### src/hdl/mtf_pkg.sv
// Shared widths, the token record and the control record of the move-to-front codec.
`default_nettype none

package mtf_pkg;

   localparam int ALPHABET_SIZE = 256;
   localparam int SYM_W = 8;

   // Mode codes of the decode_mode register
   localparam logic MODE_ENCODE = 1'b0;
   localparam logic MODE_DECODE = 1'b1;

   // Token that walks the cell chain, one cell per cycle
   typedef struct packed {
      logic             valid;
      logic             done;    // hit seen, pass through untouched
      logic             wr;      // write carry into the visited cell
      logic             front;   // hit value must be loaded into the front cell
      logic [SYM_W-1:0] carry;   // old value of the previous cell
      logic [SYM_W-1:0] result;
   } mtf_tok_type;

   // Broadcast control from the top level to every cell
   typedef struct packed {
      logic             init;        // restore identity list
      logic             decode;
      logic [SYM_W-1:0] key;
      logic             front_load;
      logic [SYM_W-1:0] front_value;
   } mtf_ctl_type;

endpackage

`default_nettype wire

### src/hdl/mtf_cell.sv
// One entry of the recency list together with the token stage that follows it.
`default_nettype none

module mtf_cell (
   input  wire                        clock,
   input  wire                        reset,
   input  wire [mtf_pkg::SYM_W-1:0]   cell_index,
   input  mtf_pkg::mtf_ctl_type       ctl,
   input  wire                        front_en,
   input  mtf_pkg::mtf_tok_type       tok_prev,
   output mtf_pkg::mtf_tok_type       tok_next
);
   import mtf_pkg::*;

   logic [SYM_W-1:0] value_ff, value_in;
   mtf_tok_type      tok_ff, tok_in;
   logic             active;
   logic             hit;

   always_comb begin
      active = tok_prev.valid && !tok_prev.done;
      hit    = (ctl.decode == MODE_DECODE) ? (cell_index == ctl.key) : (value_ff == ctl.key);

      value_in = value_ff;
      if (ctl.init) begin
         value_in = cell_index;
      end else if (front_en) begin
         value_in = ctl.front_value;
      end else if (active && tok_prev.wr) begin
         value_in = tok_prev.carry;
      end

      // hand the old entry on, or finish the walk on a hit
      tok_in = tok_prev;
      if (active) begin
         tok_in.done  = hit;
         tok_in.wr    = 1'b1;
         tok_in.carry = value_ff;
         if (hit) begin
            tok_in.result = (ctl.decode == MODE_DECODE) ? value_ff : cell_index;
            tok_in.front  = (ctl.decode == MODE_DECODE);
         end
      end
   end

   always_ff @(posedge clock) begin
      if (reset) begin
         value_ff     <= cell_index;
         tok_ff.valid <= 1'b0;
      end else begin
         value_ff     <= value_in;
         tok_ff.valid <= tok_in.valid;
      end
      tok_ff.done   <= tok_in.done;
      tok_ff.wr     <= tok_in.wr;
      tok_ff.front  <= tok_in.front;
      tok_ff.carry  <= tok_in.carry;
      tok_ff.result <= tok_in.result;
   end

   assign tok_next = tok_ff;

endmodule

`default_nettype wire

### config.mk
export PLATFORM = sky130hd
export DESIGN_NAME = mtf_cell
export DESIGN_NICKNAME = d
export VERILOG_FILES = /design/src/hdl/mtf_pkg.sv /design/src/hdl/mtf_cell.sv
export SDC_FILE = /design/constraint.sdc
export NUM_CORES = 1
export LEC_CHECK = 0
export BUFFER_PORTS_ARGS = -buffer_cell sky130_fd_sc_hd__buf_2
export CAP_MARGIN = 5
export CORE_ASPECT_RATIO = 1.25
export CORE_MARGIN = 2
export CORE_UTILIZATION = 30
export DETAILED_ROUTE_END_ITERATION = 12
export MAX_ROUTING_LAYER = met4
export PLACE_DENSITY = 0.62
export REMOVE_ABC_BUFFERS = 1
export SYNTH_ARGS = -nofsm -noshare
export SYNTH_HDL_FRONTEND = slang
export SYNTH_SLANG_ARGS = --single-unit
### constraint.sdc
create_clock -name clock -period 3 [get_ports clock]
set_input_delay 0.15 -clock clock [delete_from_list [all_inputs] [get_ports clock]]
set_output_delay 0.15 -clock clock [all_outputs]
set_load 0.05 [all_outputs]
== Word-level counts from Yosys, hierarchy flattened ==
Cells that the tools add are included.
Word-level totals
  bits in registers: 28
  latch bits: 0
  bits in writable memories: 0
  memory bits (read-only): 0
  input port bits: 50
  output and inout port bits: 20
  word-level logic and storage cells: 22
  memories kept: 0
Cells by class
  add/sub/neg operators: 0
  multipliers: 0
  divide/modulo/power cells: 0
  order comparisons: 0
  equal/unequal tests: 2
  shift operators: 0
  mux-type cells: 9
  bitwise logic cells: 0
  reduce and logical (&&, ||, !) cells: 4
Operator list (count)
  $mux W8: 6
  $mux W19: 1
  $eq A8 B8 Y1: 2
  $reduce_bool A4 Y1: 1
  $logic_and A1 B1 Y1: 2
  $mux W1: 2
  $logic_not A1 Y1: 1

== Logic depth before layout (Yosys ltp) ==
Gate-level depths: netlist (run 1).
  word-level depth: 7
  gate-level depth with buffers: 6

== Worst setup path after synthesis (run 1) ==
Ideal clock, no wire load.
  kind: flip-flop to flip-flop
  start: reg value_ff[2]
  end: reg tok_ff (netlist bit tok_next[0])
  library setup time: 121 ps
  arrival time: 1729 ps
  required time: 2879 ps
  path slack: 1150 ps
  cell stages (with the launch flop): 6
  path buffers: 0
  cells stage by stage: edfxtp_1 -> mux2i_1 -> xnor2_1 -> or3_4 -> nor4_4 -> mux2_2
RTL lines
  start: declaration: RTL line mtf_cell.sv:15  | logic [SYM_W-1:0] value_ff, value_in;
  start signal: assignment: RTL line mtf_cell.sv:48  | value_ff <= cell_index;
  start signal: assignment: RTL line mtf_cell.sv:51  | value_ff <= value_in;
  end: declaration: RTL line mtf_cell.sv:16  | mtf_tok_type tok_ff, tok_in;

==> summary.txt, run 1 <==
Outcome
  • Status: finished, final reports clean

Global routing
  • Grt total ovfl: 0
  • First-pass GRT wire length: 5110 um
  • Vias in the first global route: 1101
  • Global Route Usage Sum: 13.3%
  • Initial antenna violation count: 0
  • Largest net degree at the start of global routing: 18

Setup path
  • Crit Reg-Reg Startpoint: value_ff[2]
  • Startpoint types: register
  • CP Max Fanout: 7
  • R2R Setup Slk: ~0.93 ns
  • Crit. End Element: register
  • Crit path arrival time: 2.24 ns
  • Worst r2r path cells: 6
  • FF-to-FF End: tok_next[3]
  • CP required: ~3.2 ns
  • Critical path class: reg -> reg

Place
  • HPWL Detailed: 2370 um
  • Cell total after placement: 232
  • Setup Slack @ Placement: 0.676 ns
  • Final RePlAce weighted congestion: 0.738
  • Input/output buffers: slightly below 70

STA
  • Max frequency: 483 MHz
  • Final Hold Vio Count: 0
  • Minimum clock period: slightly above 2 ns
  • Final Worst Setup Slack: 0.929 ns
  • Period utilization: approximately 70%
  • Final setup violating endpoints: 0
  • Max Transition Viols Final: 0
  • Worst hold slack: approximately 0.030 ns
  • Worst Clk Skew: 0.00350 ns
  • Relative slew slack: 49.8%
  • TNS Setup: 0 ns
  • RSZ-0062 raised after global routing: false
  • Slew of the pin with the lowest slew margin: 0.748 ns

Logic synthesis
  • Mapped Cells: 110
  • Synthesized area: between 1000 and 1500 um^2
  • Netlist cell types: 19
  • Seq/Total Area, Yosys: 48.0%
  • Ys Warns: 0
  • FF+latch count, synth: 28
  • Syn avg cell area: 12.1 um^2

Power and ir drop
  • Combinational power share: 25.0%
  • PD cells: just under 500 nW/um^2
  • Sw Ratio: 30.2%
  • Clock share of power: 24.2%
  • Sw Pwr: 0.259 mW
  • Static leakage: 0.835 nW
  • Flop pwr share: 50.8%
  • Int Pwr: 0.600 mW
  • Maximum VDD drop: 197 uV

Drt
  • Routed length per instance: around 13 um
  • Via-to-Cell Ratio: 4.41
  • Final ANT Viol Nets: 0
  • Via count: 1041
  • 1st-iter DRT viols: 32
  • DRC violations left: 0
  • Total Wirelength: between 3000 and 4000 um
  • First drt pass iteration count: 2

Worst hold path
  • Worst Hold Depth: 2
  • Worst Hold Class: in -> reg
  • Worst Hold End: tok_next[19]
  • Beginning of the worst hold path: reset

Layout
  • Ratio of cells with drive above 1 in the final layout: roughly 57%
  • Area growth, synth to finish: 33.1%
  • Final Net Count: 229
  • Non-filler cells, final: 236
  • # fillers: 438
  • Inserted Diodes: 0

Clock network
  • CTS tree: yes
  • Clk root buf: clkbuf_8
  • Post-CTS Hold Buffers: 0
  • H-Tree Depth: 1
  • Post_cts resized: 0
  • Worst skew pair latency: between 0.2 and 0.3 ns
  • Reg clk slew, reported paths: 0.10 ns
  • CTS sink cnt: 28
  • TritonCTS buffer count: 3
  • CTS max path bufs: 2
  • Setup repair bufs after CTS: 0

Floorplan
  • Die ar.: 5000 um^2
  • I/O pins: 70
  • Initial Util: 30.6%
  • Core Region: 4360 um^2
  • Die H: approximately 80 um
  • # rows: 27
  • Die X: 63.6 um

Job
  • Max-Cap Viols: 0
cell type report:
| class | instances | area (um^2) | area share (%) |
|---|---|---|---|
| multi-input cells | 75 | 658 | 37.1 |
| repair buffers | 70 | 355 | 20.0 |
| inverters | 1 | 3.75 | 0.211 |
| well taps | 58 | 72.6 | 4.09 |
| clock buffers | 3 | 41.3 | 2.33 |
| flip-flops and latches | 28 | 641 | 36.1 |
| clock inverters | 1 | 3.75 | 0.211 |
worst max-delay path by stage:
stage / endpoint / start / cells past startpoint / slack, ns
CTS: tok_next[3] / value_ff[2] / 6 / 0.90
global placement: tok_next[16] / ctl[17] / 7 / 0.69
finish: tok_next[3] / value_ff[2] / 6 / 0.93
floorplan: tok_next[16] / value_ff[2] / 5 / 1.15
detailed placement: tok_next[3] / ctl[17] / 7 / 0.68
global route: tok_next[16] / value_ff[4] / 6 / 0.80
synth_stat cells, drive strengths merged:
library cell	instances	area share, %
xor2	4	2.6
or3	1	0.84
mux2i	16	12
nor2	1	0.28
clkbuf	4	1.1
edfxtp	8	18
mux2	25	21
xnor2	4	2.6
nor2b	1	0.47
nand2b	1	0.47
nand4	1	0.47
or2	2	0.94
buf	2	1.2
o21ai	9	3.4
nor4	1	1.6
inv	1	0.28
dfxtp	20	30
nand2	9	2.5
sequential cells by signal (all words and copies together) (netlist names):
register / count
value_ff: 8
tok_next: 20
per-layer routing:
metal	global-route usage (%)	up-vias	part of all wire, %
li1	-	527	-
met3	1.58	2	4.5
met5	-	-	0
met4	1.96	0	0.29
met2	25.1	33	54
met1	15.2	479	41
kinds of logic after synthesis:
logic type	count (synthesis)	share of synthesized area, %
AOI/OAI and AO/OA	9	3.38
muxes	41	33.1
DFF	28	48.0
xor gates and xnor gates	8	5.25
buffers and inverters	7	2.63
and+or+nand+nor	17	7.60
power groups by stage:
| stage | Sequential (mW) | Combinational [mW] | Clock, mW |
|---|---|---|---|
| 6_report | 0.436 | 0.214 | 0.208 |
| 3_5_place_dp | 0.444 | 0.217 | 0 |
| 4_1_cts | 0.437 | 0.218 | 0.219 |
| 3_3_place_gp | 0.445 | 0.216 | 0 |
| 5_1_grt | 0.440 | 0.233 | 0.233 |
| 2_1_floorplan | 0.510 | 0.0743 | 0 |
through the flow:
step                instance area (um^2)  power, mW  utilization (%)
finish                              1780      0.859             40.7
global route                        1780      0.906             40.7
CTS                                 1780      0.873             40.7
detailed placement                  1730      0.662             39.7
global placement                    1730      0.660             39.7
floorplan                           1300      0.584                -
worst max-delay path, stage by stage, from the launching register on:
cell and delay, ns:
edfxtp_1 0.43, mux2i_1 0.18, xnor2_1 0.09, or3_4 0.37
nor4_4 0.30, buf_4 0.25, mux2_2 0.34
layout by cell type, fill, tap and decap left out, types with 3 or more instances in the layout:
cell,instances
o21ai_0,8
edfxtp_1,8
buf_2,68
dfxtp_1,20
nand2_1,9
xnor2_1,4
mux2i_1,16
clkbuf_8,3
xor2_1,4
mux2_2,25
(Power assumes the default switching activity.)
==> inputs of run 2 (changes only) <==
--- a/config.mk
+++ b/config.mk
@@ -12,7 +12,7 @@
 export CORE_UTILIZATION = 30
 export DETAILED_ROUTE_END_ITERATION = 12
 export MAX_ROUTING_LAYER = met4
-export PLACE_DENSITY = 0.62
+export PLACE_DENSITY = 0.64
 export REMOVE_ABC_BUFFERS = 1
 export SYNTH_ARGS = -nofsm -noshare
 export SYNTH_HDL_FRONTEND = slang
==> constraint.sdc (replaced) <==
create_clock -name clock -period 1.7 [get_ports clock]
set_input_delay 0.085 -clock clock [delete_from_list [all_inputs] [get_ports clock]]
set_output_delay 0.085 -clock clock [all_outputs]
set_load 0.05 [all_outputs]
==> run 2 against run 1 <==
Effect of this change:
- the run now ends with setup timing left
- total power rose by 81%
- fmax rose by 11%
- sequential power rose by 76%
- critical path type unchanged
- highest routed layer unchanged
- routed wire length rose by 9.3%
- flip-flop and latch count did not move
- largest cell class unchanged
- clock power rose by 77%
==> summary.txt, run 2 (synthesis results as in run 1) <==
STA
  • Minimum clock period: around 1.9 ns
  • Worst Clk Skew: 0.00776 ns
  • Slew of the pin with the lowest slew margin: around 0.32 ns
  • Final setup violating endpoints: 9
  • Worst hold slack: around 0.03 ns
  • Max Transition Viols Final: 0
  • Max frequency: 536 MHz
  • Final Hold Vio Count: 0
  • Relative slew slack: between 70% and 80%
  • RSZ-0062 raised after global routing: true
  • Period utilization: 110%
  • Final Worst Setup Slack: -0.166 ns

Outcome
  • Status: finished, violations left
  • Failing checks: setup timing

Layout
  • Number of flip-flops in the largest register: 20
  • Area growth, synth to finish: 43.3%
  • Final instance area: 1910 um^2
  • Commonest non-fill, non-tap cell in the layout: buf_2
  • Final core utilization: 43.9%
  • Non-filler cells, final: between 200 and 250
  • Commonest non-fill, non-tap cells in the layout: buf_2, dfxtp_1, mux2i_1, mux2_2, buf_4
  • Final Net Count: roughly 240
  • Inserted Diodes: 0
  • # fillers: 418
  • Ratio of cells with drive above 1 in the final layout: 59.2%

Global routing
  • Initial antenna violation count: 0
  • Grt total ovfl: 0
  • First-pass GRT wire length: ~5500 um
  • Largest net degree at the start of global routing: 18
  • Vias in the first global route: 1181
  • Global Route Usage Sum: 14.6%

Place
  • Cell total after placement: ~240
  • Setup Slack @ Placement: -0.212 ns
  • Input/output buffers: 68
  • HPWL Detailed: 2650 um
  • Final RePlAce weighted congestion: 0.800
  • Placement Cell Area: 1810 um^2

Setup path
  • Crit. End Element: register
  • Startpoint types: register
  • Slowest CP cell: edfxtp_1
  • Buf+Inv Stages, Crit Path: 1
  • CP Max Fanout: 4
  • CP required: ~1.9 ns
  • Largest delay contributor family on the critical path: simple AND/OR/NAND/NOR gates
  • Critical path class: reg -> reg
  • Crit-path max cell delay: 0.41 ns
  • Crit-path cells: mux2i_1 > xnor2_1 > or3_4 > nor4_4 > buf_4 > mux2_4
  • Crit path arrival time: 2.04 ns

Floorplan
  • Core Region: 4360 um^2
  • Initial Util: 30.6%
  • Die X: 63.6 um
  • I/O pins: 70
  • # rows: 27
  • Die H: 78.6 um
  • Die ar.: 5000 um^2

Clock network
  • CTS max path bufs: 2
  • Setup repair bufs after CTS: 0
  • CTS tree: yes
  • Reg clk slew, reported paths: 0.10 ns
  • H-Tree Depth: 1
  • TritonCTS buffer count: 3
  • CTS sink cnt: 28
  • Worst skew pair latency: 0.28 ns
  • Clk root buf: clkbuf_8

Power and ir drop
  • Maximum VDD drop: 344 uV
  • Static leakage: approximately 0.9 nW
  • PD cells: slightly above 800 nW/um^2

Drt
  • 1st-iter DRT viols: 29
  • Routed length per instance: 13.6 um
  • DRC violations left: 0
  • Via-to-Cell Ratio: 4.43
  • First drt pass iteration count: 4
  • Total Wirelength: roughly 3400 um
  • Final ANT Viol Nets: 0
  • Via count: 1102

Job
  • Max-Cap Viols: 0

Worst hold path
  • Worst Hold Class: in -> reg
-- run 2: cell types whose count changed in the layout (fill, tap and decap cells not counted) --
cell           change
o21ai_0            +1
o21ai_1            -1
dlygate4sd3_1      +2
mux2_4             +9
buf_4             +11
mux2_2             -9
-- run 2: power breakdown --
part,total [mW],internal (mW),switching [mW]
logic,0.422,0.179,0.242
registers,0.767,0.746,0.0212
clock network,0.368,0.163,0.206
total,1.56,1.09,0.469
-- run 2: final timing paths --
kind,from,end,slack [ns],depth (start not counted)
worst max-delay path,value_ff[2],tok_next[4],-0.17,6
worst max register to register,value_ff[2],tok_next[4],-0.17,6
worst min register to register,value_ff[0],tok_next[8],0.54,1
worst min-delay path,tok_prev[18],tok_next[18],0.03,2
-- run 2: repair_timing --
action                                  4_1_cts  5_1_grt
hold endpoints to repair                      2        0
hold buffers                                  2        0
resized for setup                             6        3
pin swaps                                     0        1
endpoints found under the setup margin        9       10
-- run 2: layout make-up --
type	instances	area [um^2]	area share, %
clock inverter	1	3.75	0.196
inverter	1	3.75	0.196
multi-input combinational	75	692	36.2
sequential	28	641	33.5
tap	58	72.6	3.80
timing repair buffer	83	458	24.0
clock buffer	3	41.3	2.16
-- run 2: per-layer routing --
layer,share of wire [%],track usage [%],vias up
li1,-,-,549
met5,0,-,-
met1,43,17.3,509
met2,51,25.2,39
met4,1.5,5.00,0
met3,4.4,2.44,5
-- run 2: worst register-to-register path, cell delays in order, from the launching register on --
cell      delay (ns)
edfxtp_1        0.41
mux2i_1         0.19
xnor2_1         0.09
or3_4           0.37
nor4_4          0.18
buf_4           0.21
mux2_4          0.30
-- run 2: through the flow --
step                      setup TNS (ns)  power [mW]
after CTS                          -1.62        1.58
after detailed placement           -1.74        1.20
after global placement             -1.76        1.19
final                              -1.31        1.56
after global routing               -2.37        1.63
after floorplan                    -1.35        1.03
